File: config.mk
export PLATFORM = sky130hd
export DESIGN_NAME = id3v2_tag_stream_parser
export DESIGN_NICKNAME = d
export VERILOG_FILES = /design/src/rtl/id3p_pkg.sv /design/src/rtl/id3p_step.sv /design/src/rtl/id3v2_tag_stream_parser.sv
export SDC_FILE = /design/constraint.sdc
export NUM_CORES = 1
export LEC_CHECK = 0
export ABC_AREA = 1
export BUFFER_PORTS_ARGS = -buffer_cell sky130_fd_sc_hd__clkbuf_2
export CELL_PAD_IN_SITES_DETAIL_PLACEMENT = 1
export CELL_PAD_IN_SITES_GLOBAL_PLACEMENT = 1
export CORE_UTILIZATION = 45
export DETAILED_ROUTE_END_ITERATION = 12
export PLACE_DENSITY_LB_ADDON = 0.12
export SLEW_MARGIN = 20
export SYNTH_ARGS = -nofsm -noshare
export SYNTH_HDL_FRONTEND = slang
export SYNTH_SLANG_ARGS = --single-unit
export TNS_END_PERCENT = 20
File: constraint.sdc
create_clock -name clk -period 5.6 [get_ports clk]
set_input_delay 0.56 -clock clk [delete_from_list [all_inputs] [get_ports clk]]
set_output_delay 0.56 -clock clk [all_outputs]
set_load 0.02 [all_outputs]
File: src/rtl/id3p_pkg.sv
// Shared types and constants for the ID3v2 tag stream parser.
package id3p_pkg;

  // Parser phases
  typedef enum logic [2:0] {
    PH_HEADER   = 3'd0,
    PH_SCAN     = 3'd1,
    PH_LENGTH   = 3'd2,
    PH_ENCODING = 3'd3,
    PH_TEXT     = 3'd4,
    PH_DONE     = 3'd5
  } phase_t;

  // Event codes
  localparam logic [2:0] EV_NONE       = 3'd0;
  localparam logic [2:0] EV_HDR_OK     = 3'd1;
  localparam logic [2:0] EV_HDR_ERR    = 3'd2;
  localparam logic [2:0] EV_FRAME_TAG  = 3'd3;
  localparam logic [2:0] EV_FRAME_LEN  = 3'd4;
  localparam logic [2:0] EV_TEXT_BYTE  = 3'd5;
  localparam logic [2:0] EV_REGION_END = 3'd6;
  localparam logic [2:0] EV_TRUNCATED  = 3'd7;

  // Header error codes
  localparam logic [2:0] ERR_NONE     = 3'd0;
  localparam logic [2:0] ERR_MAGIC    = 3'd1;
  localparam logic [2:0] ERR_VERSION  = 3'd2;
  localparam logic [2:0] ERR_REVISION = 3'd3;
  localparam logic [2:0] ERR_SIZE     = 3'd4;

  // Header byte positions
  localparam logic [3:0] POS_MAGIC0   = 4'd0;
  localparam logic [3:0] POS_MAGIC1   = 4'd1;
  localparam logic [3:0] POS_MAGIC2   = 4'd2;
  localparam logic [3:0] POS_VERSION  = 4'd3;
  localparam logic [3:0] POS_REVISION = 4'd4;
  localparam logic [3:0] POS_FLAGS    = 4'd5;
  localparam logic [3:0] POS_SIZE0    = 4'd6;
  localparam logic [3:0] POS_SIZE3    = 4'd9;
  localparam logic [3:0] LEN_BYTES    = 4'd3;

  // Character constants
  localparam logic [7:0] CH_I      = 8'h49;
  localparam logic [7:0] CH_D      = 8'h44;
  localparam logic [7:0] CH_3      = 8'h33;
  localparam logic [7:0] CH_T      = 8'h54;
  localparam logic [7:0] CH_LO     = 8'h30;
  localparam logic [7:0] CH_HI     = 8'h5A;
  localparam logic [7:0] BYTE_FF   = 8'hFF;
  localparam logic [1:0] MATCH_ALL = 2'd3;

  // Parser state
  typedef struct packed {
    phase_t      phase;
    logic [3:0]  byte_position;
    logic [7:0]  saved_version;
    logic [7:0]  saved_revision;
    logic [7:0]  saved_flags;
    logic [27:0] region_left;
    logic [1:0]  match_count;
    logic [23:0] tag_buffer;
    logic [23:0] frame_length;
    logic [23:0] text_left;
    logic [7:0]  saved_encoding;
  } state_t;

  localparam state_t STATE_RESET = '{phase: PH_HEADER, default: '0};

  // One result item
  typedef struct packed {
    logic [2:0]  event_res;
    logic [2:0]  error_code;
    logic [27:0] length_value;
    logic [23:0] tag_chars;
    logic [7:0]  text_encoding;
    logic [7:0]  text_value;
    logic [7:0]  major_version;
    logic [7:0]  minor_revision;
    logic [7:0]  header_flags;
  } result_t;

endpackage

File: src/rtl/id3p_step.sv
// Next-state and result logic for one byte of the parser.
module id3p_step (
  input  logic [7:0]      data_byte,
  input  logic            file_start,
  input  id3p_pkg::state_t cur,
  output id3p_pkg::state_t nxt,
  output id3p_pkg::result_t res
);

  id3p_pkg::state_t s;
  logic [2:0]  err;
  logic [1:0]  cnt;
  logic [23:0] tb;
  logic [23:0] fl;
  logic [3:0]  bp;
  logic [23:0] tl;
  logic        in_range;

  assign in_range = (data_byte >= id3p_pkg::CH_LO) && (data_byte <= id3p_pkg::CH_HI);

  always_comb begin
    // restart on a new file
    s = cur;
    if (file_start) begin
      s = id3p_pkg::STATE_RESET;
    end
    nxt = s;
    res = '0;
    err = id3p_pkg::ERR_NONE;
    cnt = '0;
    tb  = {s.tag_buffer[15:0], data_byte};
    fl  = {s.frame_length[15:0], data_byte};
    bp  = s.byte_position + 4'd1;
    tl  = s.text_left - 24'd1;

    unique case (s.phase) inside
      id3p_pkg::PH_HEADER: begin
        // check header bytes
        case (s.byte_position)
          id3p_pkg::POS_MAGIC0: if (data_byte != id3p_pkg::CH_I) err = id3p_pkg::ERR_MAGIC;
          id3p_pkg::POS_MAGIC1: if (data_byte != id3p_pkg::CH_D) err = id3p_pkg::ERR_MAGIC;
          id3p_pkg::POS_MAGIC2: if (data_byte != id3p_pkg::CH_3) err = id3p_pkg::ERR_MAGIC;
          id3p_pkg::POS_VERSION: begin
            if (data_byte == id3p_pkg::BYTE_FF) err = id3p_pkg::ERR_VERSION;
            else nxt.saved_version = data_byte;
          end
          id3p_pkg::POS_REVISION: begin
            if (data_byte == id3p_pkg::BYTE_FF) err = id3p_pkg::ERR_REVISION;
            else nxt.saved_revision = data_byte;
          end
          id3p_pkg::POS_FLAGS: nxt.saved_flags = data_byte;
          default: begin
            if (data_byte[7]) err = id3p_pkg::ERR_SIZE;
            else nxt.region_left = {s.region_left[20:0], data_byte[6:0]};
          end
        endcase
        if (err != id3p_pkg::ERR_NONE) begin
          res.event_res  = id3p_pkg::EV_HDR_ERR;
          res.error_code = err;
          nxt.phase      = id3p_pkg::PH_DONE;
        end else if (s.byte_position >= id3p_pkg::POS_SIZE3) begin
          res.event_res      = id3p_pkg::EV_HDR_OK;
          res.length_value   = nxt.region_left;
          res.major_version  = nxt.saved_version;
          res.minor_revision = nxt.saved_revision;
          res.header_flags   = nxt.saved_flags;
          nxt.phase          = id3p_pkg::PH_SCAN;
          nxt.match_count    = '0;
          nxt.byte_position  = '0;
        end else begin
          nxt.byte_position = bp;
        end
      end

      id3p_pkg::PH_SCAN, id3p_pkg::PH_LENGTH, id3p_pkg::PH_ENCODING,
      id3p_pkg::PH_TEXT: begin
        if (s.region_left == '0) begin
          // region exhausted
          res.event_res = (s.phase == id3p_pkg::PH_SCAN) ? id3p_pkg::EV_REGION_END
                                                         : id3p_pkg::EV_TRUNCATED;
          nxt.phase = id3p_pkg::PH_DONE;
        end else begin
          nxt.region_left = s.region_left - 28'd1;
          unique case (s.phase)
            id3p_pkg::PH_SCAN: begin
              // advance the tag match
              nxt.tag_buffer = tb;
              if ((data_byte == id3p_pkg::CH_T && s.match_count != id3p_pkg::MATCH_ALL) ||
                  ((s.match_count == 2'd1 || s.match_count == 2'd2) && in_range)) begin
                cnt = s.match_count + 2'd1;
              end
              if (cnt == id3p_pkg::MATCH_ALL) begin
                res.event_res     = id3p_pkg::EV_FRAME_TAG;
                res.tag_chars     = tb;
                nxt.match_count   = '0;
                nxt.phase         = id3p_pkg::PH_LENGTH;
                nxt.byte_position = '0;
                nxt.frame_length  = '0;
              end else begin
                nxt.match_count = cnt;
              end
            end
            id3p_pkg::PH_LENGTH: begin
              // collect the big-endian length
              nxt.frame_length = fl;
              if (bp >= id3p_pkg::LEN_BYTES) begin
                res.event_res     = id3p_pkg::EV_FRAME_LEN;
                res.length_value  = {4'd0, fl};
                res.tag_chars     = s.tag_buffer;
                nxt.byte_position = '0;
                nxt.phase         = id3p_pkg::PH_ENCODING;
              end else begin
                nxt.byte_position = bp;
              end
            end
            id3p_pkg::PH_ENCODING: begin
              nxt.saved_encoding = data_byte;
              nxt.text_left      = s.frame_length;
              nxt.phase = (s.frame_length != '0) ? id3p_pkg::PH_TEXT : id3p_pkg::PH_SCAN;
            end
            id3p_pkg::PH_TEXT: begin
              res.event_res     = id3p_pkg::EV_TEXT_BYTE;
              res.tag_chars     = s.tag_buffer;
              res.text_encoding = s.saved_encoding;
              res.text_value    = data_byte;
              nxt.text_left     = tl;
              if (tl == '0) nxt.phase = id3p_pkg::PH_SCAN;
            end
            default: ;
          endcase
        end
      end

      default: nxt.phase = id3p_pkg::PH_DONE;
    endcase
  end

endmodule

File: src/rtl/id3v2_tag_stream_parser.sv
// Top level of the ID3v2 tag stream parser: input stage, state and result register.
// Each byte is registered in the input stage, and its result in the result register.
// Throughput: one byte per clock; the state update of one byte feeds the next.
// Stalls on the result side hold the input stage, which frees as results drain.
// Reset (rst_n low, synchronous) empties both stages and puts the parser
// back at header byte zero.
module id3v2_tag_stream_parser (
  input  logic        clk,
  input  logic        rst_n,
  input  logic        in_valid,
  output logic        in_ready,
  input  logic [7:0]  in_data_byte,
  input  logic        in_file_start,
  output logic        out_valid,
  input  logic        out_ready,
  output logic [2:0]  out_event_res,
  output logic [2:0]  out_error_code,
  output logic [27:0] out_length_value,
  output logic [23:0] out_tag_chars,
  output logic [7:0]  out_text_encoding,
  output logic [7:0]  out_text_value,
  output logic [7:0]  out_major_version,
  output logic [7:0]  out_minor_revision,
  output logic [7:0]  out_header_flags
);

  logic               s1_valid_r;
  logic [7:0]         byte_r;
  logic               start_r;
  logic               out_valid_r;
  logic               advance;
  id3p_pkg::state_t   state_r;
  id3p_pkg::state_t   state_nxt;
  id3p_pkg::result_t  res_nxt;
  id3p_pkg::result_t  res_r;

  // move the input stage on when the result register is free
  assign advance  = s1_valid_r && (!out_valid_r || out_ready);
  assign in_ready = !s1_valid_r || advance;

  // input stage
  always_ff @(posedge clk) begin
    if (!rst_n) begin
      s1_valid_r <= 1'b0;
    end else if (in_ready) begin
      s1_valid_r <= in_valid;
    end
  end

  always_ff @(posedge clk) begin
    if (in_valid && in_ready) begin
      byte_r  <= in_data_byte;
      start_r <= in_file_start;
    end
  end

  id3p_step u_step (
    .data_byte  (byte_r),
    .file_start (start_r),
    .cur        (state_r),
    .nxt        (state_nxt),
    .res        (res_nxt)
  );

  // parser state
  always_ff @(posedge clk) begin
    if (!rst_n) begin
      state_r <= id3p_pkg::STATE_RESET;
    end else if (advance) begin
      state_r <= state_nxt;
    end
  end

  // result register
  always_ff @(posedge clk) begin
    if (!rst_n) begin
      out_valid_r <= 1'b0;
    end else if (advance) begin
      out_valid_r <= 1'b1;
    end else if (out_ready) begin
      out_valid_r <= 1'b0;
    end
  end

  always_ff @(posedge clk) begin
    if (advance) begin
      res_r <= res_nxt;
    end
  end

  assign out_valid          = out_valid_r;
  assign out_event_res      = res_r.event_res;
  assign out_error_code     = res_r.error_code;
  assign out_length_value   = res_r.length_value;
  assign out_tag_chars      = res_r.tag_chars;
  assign out_text_encoding  = res_r.text_encoding;
  assign out_text_value     = res_r.text_value;
  assign out_major_version  = res_r.major_version;
  assign out_minor_revision = res_r.minor_revision;
  assign out_header_flags   = res_r.header_flags;

endmodule

==> run_results.csv, run 1 <==
group,metric,value,unit
grt,grt_pass1_wl,75.0,mm
floorplan,rows,64,
cts,cts_buffers,29,
floorplan,die_width,178,µm
worst_setup_path,critical_path_class,"reg -> reg",
worst_setup_path,crit_start,"start_r$_DFFE_PP_",
cts,cts_buffer_depth,3,
detailed_routing,drt_first_pass_iters,5,
floorplan,start_util,0.457,
cells_and_area,fill_cells,3882,
floorplan,core_area,30600,µm²
placement,port_buffers,112,
synth,synth_area_leader_cell,"edfxtp_1",
detailed_routing,wire_per_inst,20.7,µm
grt,antenna_found_initial,0,
synth,synth_cells,1862,
pwr,p_leak,6.12,nW
pwr,pwr_density_cell,319,nW/µm²
sta,tns,0,ns
worst_setup_path,crit_required,5.90,ns
synth,synth_top_family_by_area,"compound AO/OA/AOI/OAI gates",
sta,slew_viol_final,0,
sta,max_freq,256,MHz
sta,worstMarginPinSlew,1.01,ns
synth,synthesis.area,14000,µm²
grt,grt_pass1_vias,13600,
cts,cts_root_buf,"clkbuf_16",
worst_setup_path,reg2reg_to,"out_length_value[13]$_DFFE_PP_",
cts,cts_setup_buffers,0,
placement,gp_congestion,0.855,
synth,synth-edff-count,107,
pwr,ir_drop,0.000229,V
synth,synthFlopType,"dfxtp_1",
detailed_routing,ant_nets,0,
placement,hpwlAfterDp,31.4,mm
worst_setup_path,end_kind,"flip-flop",
synth,synth_nets,1885,
floorplan,die_h,178,µm
grt,track_usage,0.298,
floorplan,ios,113,
worst_setup_path,regToRegSetupSlack,1.69,ns
synth,netlist_top_cells_count,"nand2_1, o21ai_0, a21oi_1",
sta,slew_headroom,0.328,
synth,synth_compound_area_frac,0.234,
synth,synth_xor_area_frac,0.00752,
synth,yosys.area.top_type_share,0.230,
grt,grt_max_degree,195,
cells_and_area,regArea,6080,µm²
floorplan,die_area,31800,µm²
detailed_routing,drt_iter0_drc,1047,
synth,synth.most_common_cell,"nand2_1",
status,status,"completed",
cells_and_area,final_util,0.510,
synth,synthTopCellsByArea,"edfxtp_1, dfxtp_1, nand2_1",
sta,hold_viol_final,0,
synth,synthMuxAreaShare,0,
placement,dpl_cell_area,14600,µm²
cts,holdBufCountCts,0,
sta,post-route-period-util,0.699,
synth,synthAdderAreaFrac,0.00895,
worst_setup_path,critPathMaxFanout,57,
worst_setup_path,worstSetupStartpointType,"flip-flop",
cts,h-tree-depth,1,
cells_and_area,layout.nets,1920,
cts,worstSkewPairLatency,0.58,ns
synth,synth-seq-cells,250,
grt,grt_overflow_total,0,
sta,finClkSkew,0.0186,ns
sta,min_period,3.91,ns
sta,rsz0062_at_grt,"false",
synth,async_flop_share,0,
hold_path,min_path_type,"in -> reg",
sta,setup_viol,0,
cts,cts_tree,"done",
job,drv_cap,0,
cells_and_area,multi_input_comb_area,6690,µm²
cells_and_area,drive_gt1_frac,0.131,
cts,clkTransAtPathRegs,0.06,ns
cts,cts.sinks,250,
detailed_routing,vias,13800,
worst_setup_path,endpoint,"out_length_value[13]$_DFFE_PP_",
synth,ys_seq_area_frac,0.435,
worst_setup_path,reg2reg_from,"start_r$_DFFE_PP_",
synth,yosysUniqueCellTypes,45,
synth,syn_area_per_cell,7.51,µm²
worst_setup_path,critPathArrivalTime,4.21,ns
detailed_routing,vias_per_cell,5.95,
cells_and_area,area_delta_synth_final,11.7,%
worst_setup_path,rr_worst_depth,14,
detailed_routing,drc,0,
cells_and_area,n_antenna_cell,0,
synth,synth-simple-area-share,0.228,
synth,yosysWarningCount,0,
cells_and_area,stdcell_area,15600,µm²
cts,cts.repair.resized,0,
detailed_routing,wl,47.8,mm
==> layout by cell type, fill, tap and decap left out, types with 4 or more instances in the layout <==
master	count
buf_4	24
o21ai_1	17
or2_2	14
o211ai_1	27
clkbuf_1	4
nand3_2	4
bufinv_16	6
nand2_2	17
o21ai_0	232
dfxtp_1	143
clkinv_1	7
a21oi_1	183
nand2_1	360
nand2_4	4
inv_1	137
nor3_1	25
nand4_1	21
inv_2	14
ha_1	10
nor2_1	141
o2111ai_1	11
clkbuf_2	112
xor2_1	11
a41oi_1	23
o22ai_1	23
nor2_2	4
clkinv_2	4
or2_1	4
clkbuf_16	29
a31oi_1	52
edfxtp_1	107
nand3_1	113
a221oi_1	8
==> power by group <==
group | internal, mW | switching (mW)
Clock | 1.23 | 0.823
Combinational | 0.226 | 0.615
Sequential | 2.00 | 0.0805
==> critical path, stage by stage (launching register included) <==
cell	delay [ns]
edfxtp_1	0.45
inv_6	0.38
nand2_1	0.26
ha_1	0.30
nand3_1	0.47
nand2_1	0.16
nor2_1	0.11
nand2_1	0.07
nand2_1	0.10
inv_1	0.05
nand3_2	0.12
inv_2	0.09
nand2_2	0.56
buf_4	0.38
o22ai_1	0.12
==> worst min path at each step <==
stage | startpoint | endpoint | slack, ns | cells past startpoint
final | in_data_byte[5] | byte_r[5]$_DFFE_PP_ | 0.17 | 1
after global routing | in_data_byte[0] | byte_r[0]$_DFFE_PP_ | 0.16 | 1
after floorplan | state_r[0]$_SDFFE_PN0P_ | state_r[0]$_SDFFE_PN0P_ | 0.45 | 2
after CTS | in_data_byte[5] | byte_r[5]$_DFFE_PP_ | 0.16 | 1
after global placement | state_r[2]$_SDFFE_PN0P_ | state_r[2]$_SDFFE_PN0P_ | 0.45 | 2
after detailed placement | state_r[77]$_SDFFE_PN0P_ | state_r[77]$_SDFFE_PN0P_ | 0.46 | 2
==> final cells by class <==
class,instances,share of cell area
Multi-Input combinational cell,1327,0.429
Sequential cell,250,0.389
Clock buffer,33,0.0474
Timing Repair Buffer,136,0.0474
Inverter,153,0.0379
Tap cell,396,0.0317
Clock inverter,21,0.0176
==> per-stage QoR <==
step | hold WS [ns] | power [mW] | cells | worst slack (ns)
final | 0.169 | 4.97 | 2316 | 1.69
after global routing | 0.164 | 5.15 | 2316 | 1.40
after CTS | 0.157 | 4.99 | 2316 | 1.72
after detailed placement | 0.457 | 2.94 | 2262 | 1.74
after global placement | 0.452 | 2.92 | 2262 | 1.85
after floorplan | 0.445 | 2.70 | 1862 | 1.13
==> per-layer routing <==
| layer | GRT usage | wire length [µm] | up-vias |
|---|---|---|---|
| met1 | 0.411 | 21900 | 6805 |
| met3 | 0.0294 | 2170 | 74 |
| met4 | 0.0823 | 1170 | 0 |
| met2 | 0.497 | 22600 | 344 |
| li1 | - | - | 6566 |
| met5 | 0 | 0 | - |
==> sequential cells by signal (all words and copies together), names as in the netlist <==
register / flops
out_minor_revision: 8
out_major_version: 8
state_r: 141
out_text_encoding: 8
out_tag_chars: 24
out_length_value: 28
out_text_value: 8
s1_valid_r: 1
byte_r: 8
out_error_code: 3
out_event_res: 3
out_valid: 1
start_r: 1
out_header_flags: 8
==> kinds of logic after synthesis <==
kind of cell,Yosys count
AND/OR/NAND/NOR,722
AO/OA/AOI/OAI,583
buffers and inverters,285
flip-flops,250
XOR/XNOR,12
adder cells (fa/ha/maj),10
(Power assumes the default switching activity.)
==> run 2, diff against run 1 <==
- clock period: 5.6 -> 3.95 ns (I/O delays scaled with it)
==> run_results.csv, run 2 (synthesis results as in run 1) <==
group,metric,value,unit
sta,worst_hold_slack,0.0528,ns
pwr,p_clk_frac,0.401,
detailed_routing,vias,14000,
sta,rsz0062_at_grt,"false",
detailed_routing,drt_iter0_drc,919,
hold_path,min_path_type,"in -> reg",
sta,slew_headroom,0.274,
cells_and_area,area_delta_synth_final,12.9,%
placement,port_buffers,112,
cells_and_area,final_util,0.516,
cts,cts.repair.resized,0,
floorplan,die_width,178,µm
worst_setup_path,regToRegSetupSlack,0.68,ns
sta,finClkSkew,0.0227,ns
detailed_routing,drt_first_pass_iters,5,
cells_and_area,largest_register_ffs,141,
cells_and_area,layout_common_cells,"nand2_1, o21ai_0, a21oi_1",
cts,cts_buffer_depth,3,
pwr,switching_share,0.308,
sta,slew_viol_final,0,
detailed_routing,drc,0,
floorplan,die_h,178,µm
cells_and_area,fill_cells,3898,
floorplan,rows,64,
placement,pre_cts_slack,0.743,ns
placement,dp_cells,2275,
detailed_routing,vias_per_cell,5.99,
worst_setup_path,worstSetupStartpointType,"flip-flop",
sta,worst_slack,0.683,ns
floorplan,die_area,31800,µm²
floorplan,core_area,30600,µm²
floorplan,ios,113,
worst_setup_path,end_kind,"flip-flop",
detailed_routing,wl_met3,2.45,mm
cells_and_area,n_antenna_cell,0,
grt,grt_pass1_vias,13700,
sta,setup_viol,0,
job,drv_cap,0,
cts,cts.sinks,250,
pwr,p_seq_frac,0.424,
cts,worstSkewPairLatency,0.58,ns
cts,cts_tree,"done",
sta,hold_viol_final,0,
detailed_routing,dr.max_layer_used,"met4",
detailed_routing,wl_met1,21.9,mm
worst_setup_path,critical_path_class,"reg -> reg",
sta,tns,0,ns
sta,post-route-period-util,0.827,
detailed_routing,wl_met2,21.9,mm
pwr,p_leak,6.21,nW
sta,min_period,3.27,ns
cells_and_area,layout_commonest_cell,"nand2_1",
cts,clkTransAtPathRegs,0.06,ns
placement,gp_congestion,0.895,
sta,worstMarginPinSlew,1.09,ns
pwr,p_int,4.80,mW
cts,h-tree-depth,1,
cells_and_area,final_cell_count_no_fill,2335,
status,status,"completed",
cts,cts_buffers,28,
grt,grt_max_degree,166,
detailed_routing,wire_per_inst,20.4,µm
cells_and_area,layout.nets,1940,
detailed_routing,wl,47.6,mm
cts,cts_root_buf,"clkbuf_16",
floorplan,start_util,0.457,
pwr,ir_drop,0.000307,V
pwr,p_comb_frac,0.175,
cts,cts_setup_buffers,0,
grt,grt_pass1_wl,74.6,mm
grt,grt_overflow_total,0,
worst_setup_path,crit_required,4.26,ns
cts,holdBufCountCts,8,
cells_and_area,drive_gt1_frac,0.138,
worst_setup_path,critPathMaxFanout,26,
sta,max_freq,306,MHz
pwr,pwr_density_cell,439,nW/µm²
detailed_routing,ant_nets,0,
worst_setup_path,critPathArrivalTime,3.58,ns
grt,antenna_found_initial,0,
placement,hpwlAfterDp,31.2,mm
grt,track_usage,0.297,
cells_and_area,regMostFlops,"state_r",
pwr,p_switching,2.14,mW
-- run 2: changes by cell type in the layout (fill, tap and decap cells not counted), sizes merged --
cell         before  now
clkinv           13    9
clkbuf          145  147
buf              24   37
clkinvlp          1    3
dlygate4sd3       0    8
bufinv            6    4
-- run 2: worst paths after layout --
path / cells past startpoint / to / startpoint
worst min-delay path: 1 / start_r$_DFFE_PP_ / in_file_start
worst max register to register: 13 / out_tag_chars[18]$_SDFFCE_PP0P_ / start_r$_DFFE_PP_
worst max-delay path: 13 / out_tag_chars[18]$_SDFFCE_PP0P_ / start_r$_DFFE_PP_
worst min register to register: 2 / state_r[77]$_SDFFE_PN0P_ / state_r[77]$_SDFFE_PN0P_
-- run 2: per-layer routing --
metal	GRT usage	vias to the layer above
li1	-	6588
met1	0.406	6919
met2	0.486	375
met3	0.0343	96
met4	0.0989	0
met5	0	-
-- run 2: worst max-delay path: stages, from the launching register on --
cell and delay (ns):
edfxtp_1 0.50, inv_6 0.27, nand2_1 0.24, inv_1 0.18, ha_1 0.21, xor2_1 0.20
nand2_1 0.24, nor2_1 0.16, buf_4 0.24, nor2_1 0.09, nor2_2 0.11, buf_4 0.29
or2_2 0.17, a21oi_1 0.07
-- run 2: final cells by class --
cell class | instances | area [µm²] | area share
multi-input cells | 1327 | 6690 | 0.424
flip-flops and latches | 250 | 6080 | 0.385
repair buffers | 157 | 956 | 0.0605
clock buffers | 35 | 757 | 0.0479
inverters | 153 | 587 | 0.0372
well taps | 396 | 495 | 0.0314
clock inverters | 17 | 224 | 0.0142
-- run 2: metrics by stage --
step | instance area (µm²) | power [mW]
detailed placement | 14700 | 4.18
CTS | 15800 | 6.97
floorplan | 14000 | 3.82
global route | 15800 | 7.20
global placement | 14700 | 4.15
finish | 15800 | 6.94
-- run 2: power groups by stage --
| stage | Sequential, mW | Combinational [mW] | Clock [mW] |
|---|---|---|---|
| floorplan | 3.01 | 0.812 | 0 |
| global placement | 2.98 | 1.16 | 0 |
| detailed placement | 2.99 | 1.19 | 0 |
| CTS | 2.94 | 1.21 | 2.83 |
| global route | 2.95 | 1.33 | 2.92 |
| finish | 2.94 | 1.21 | 2.78 |
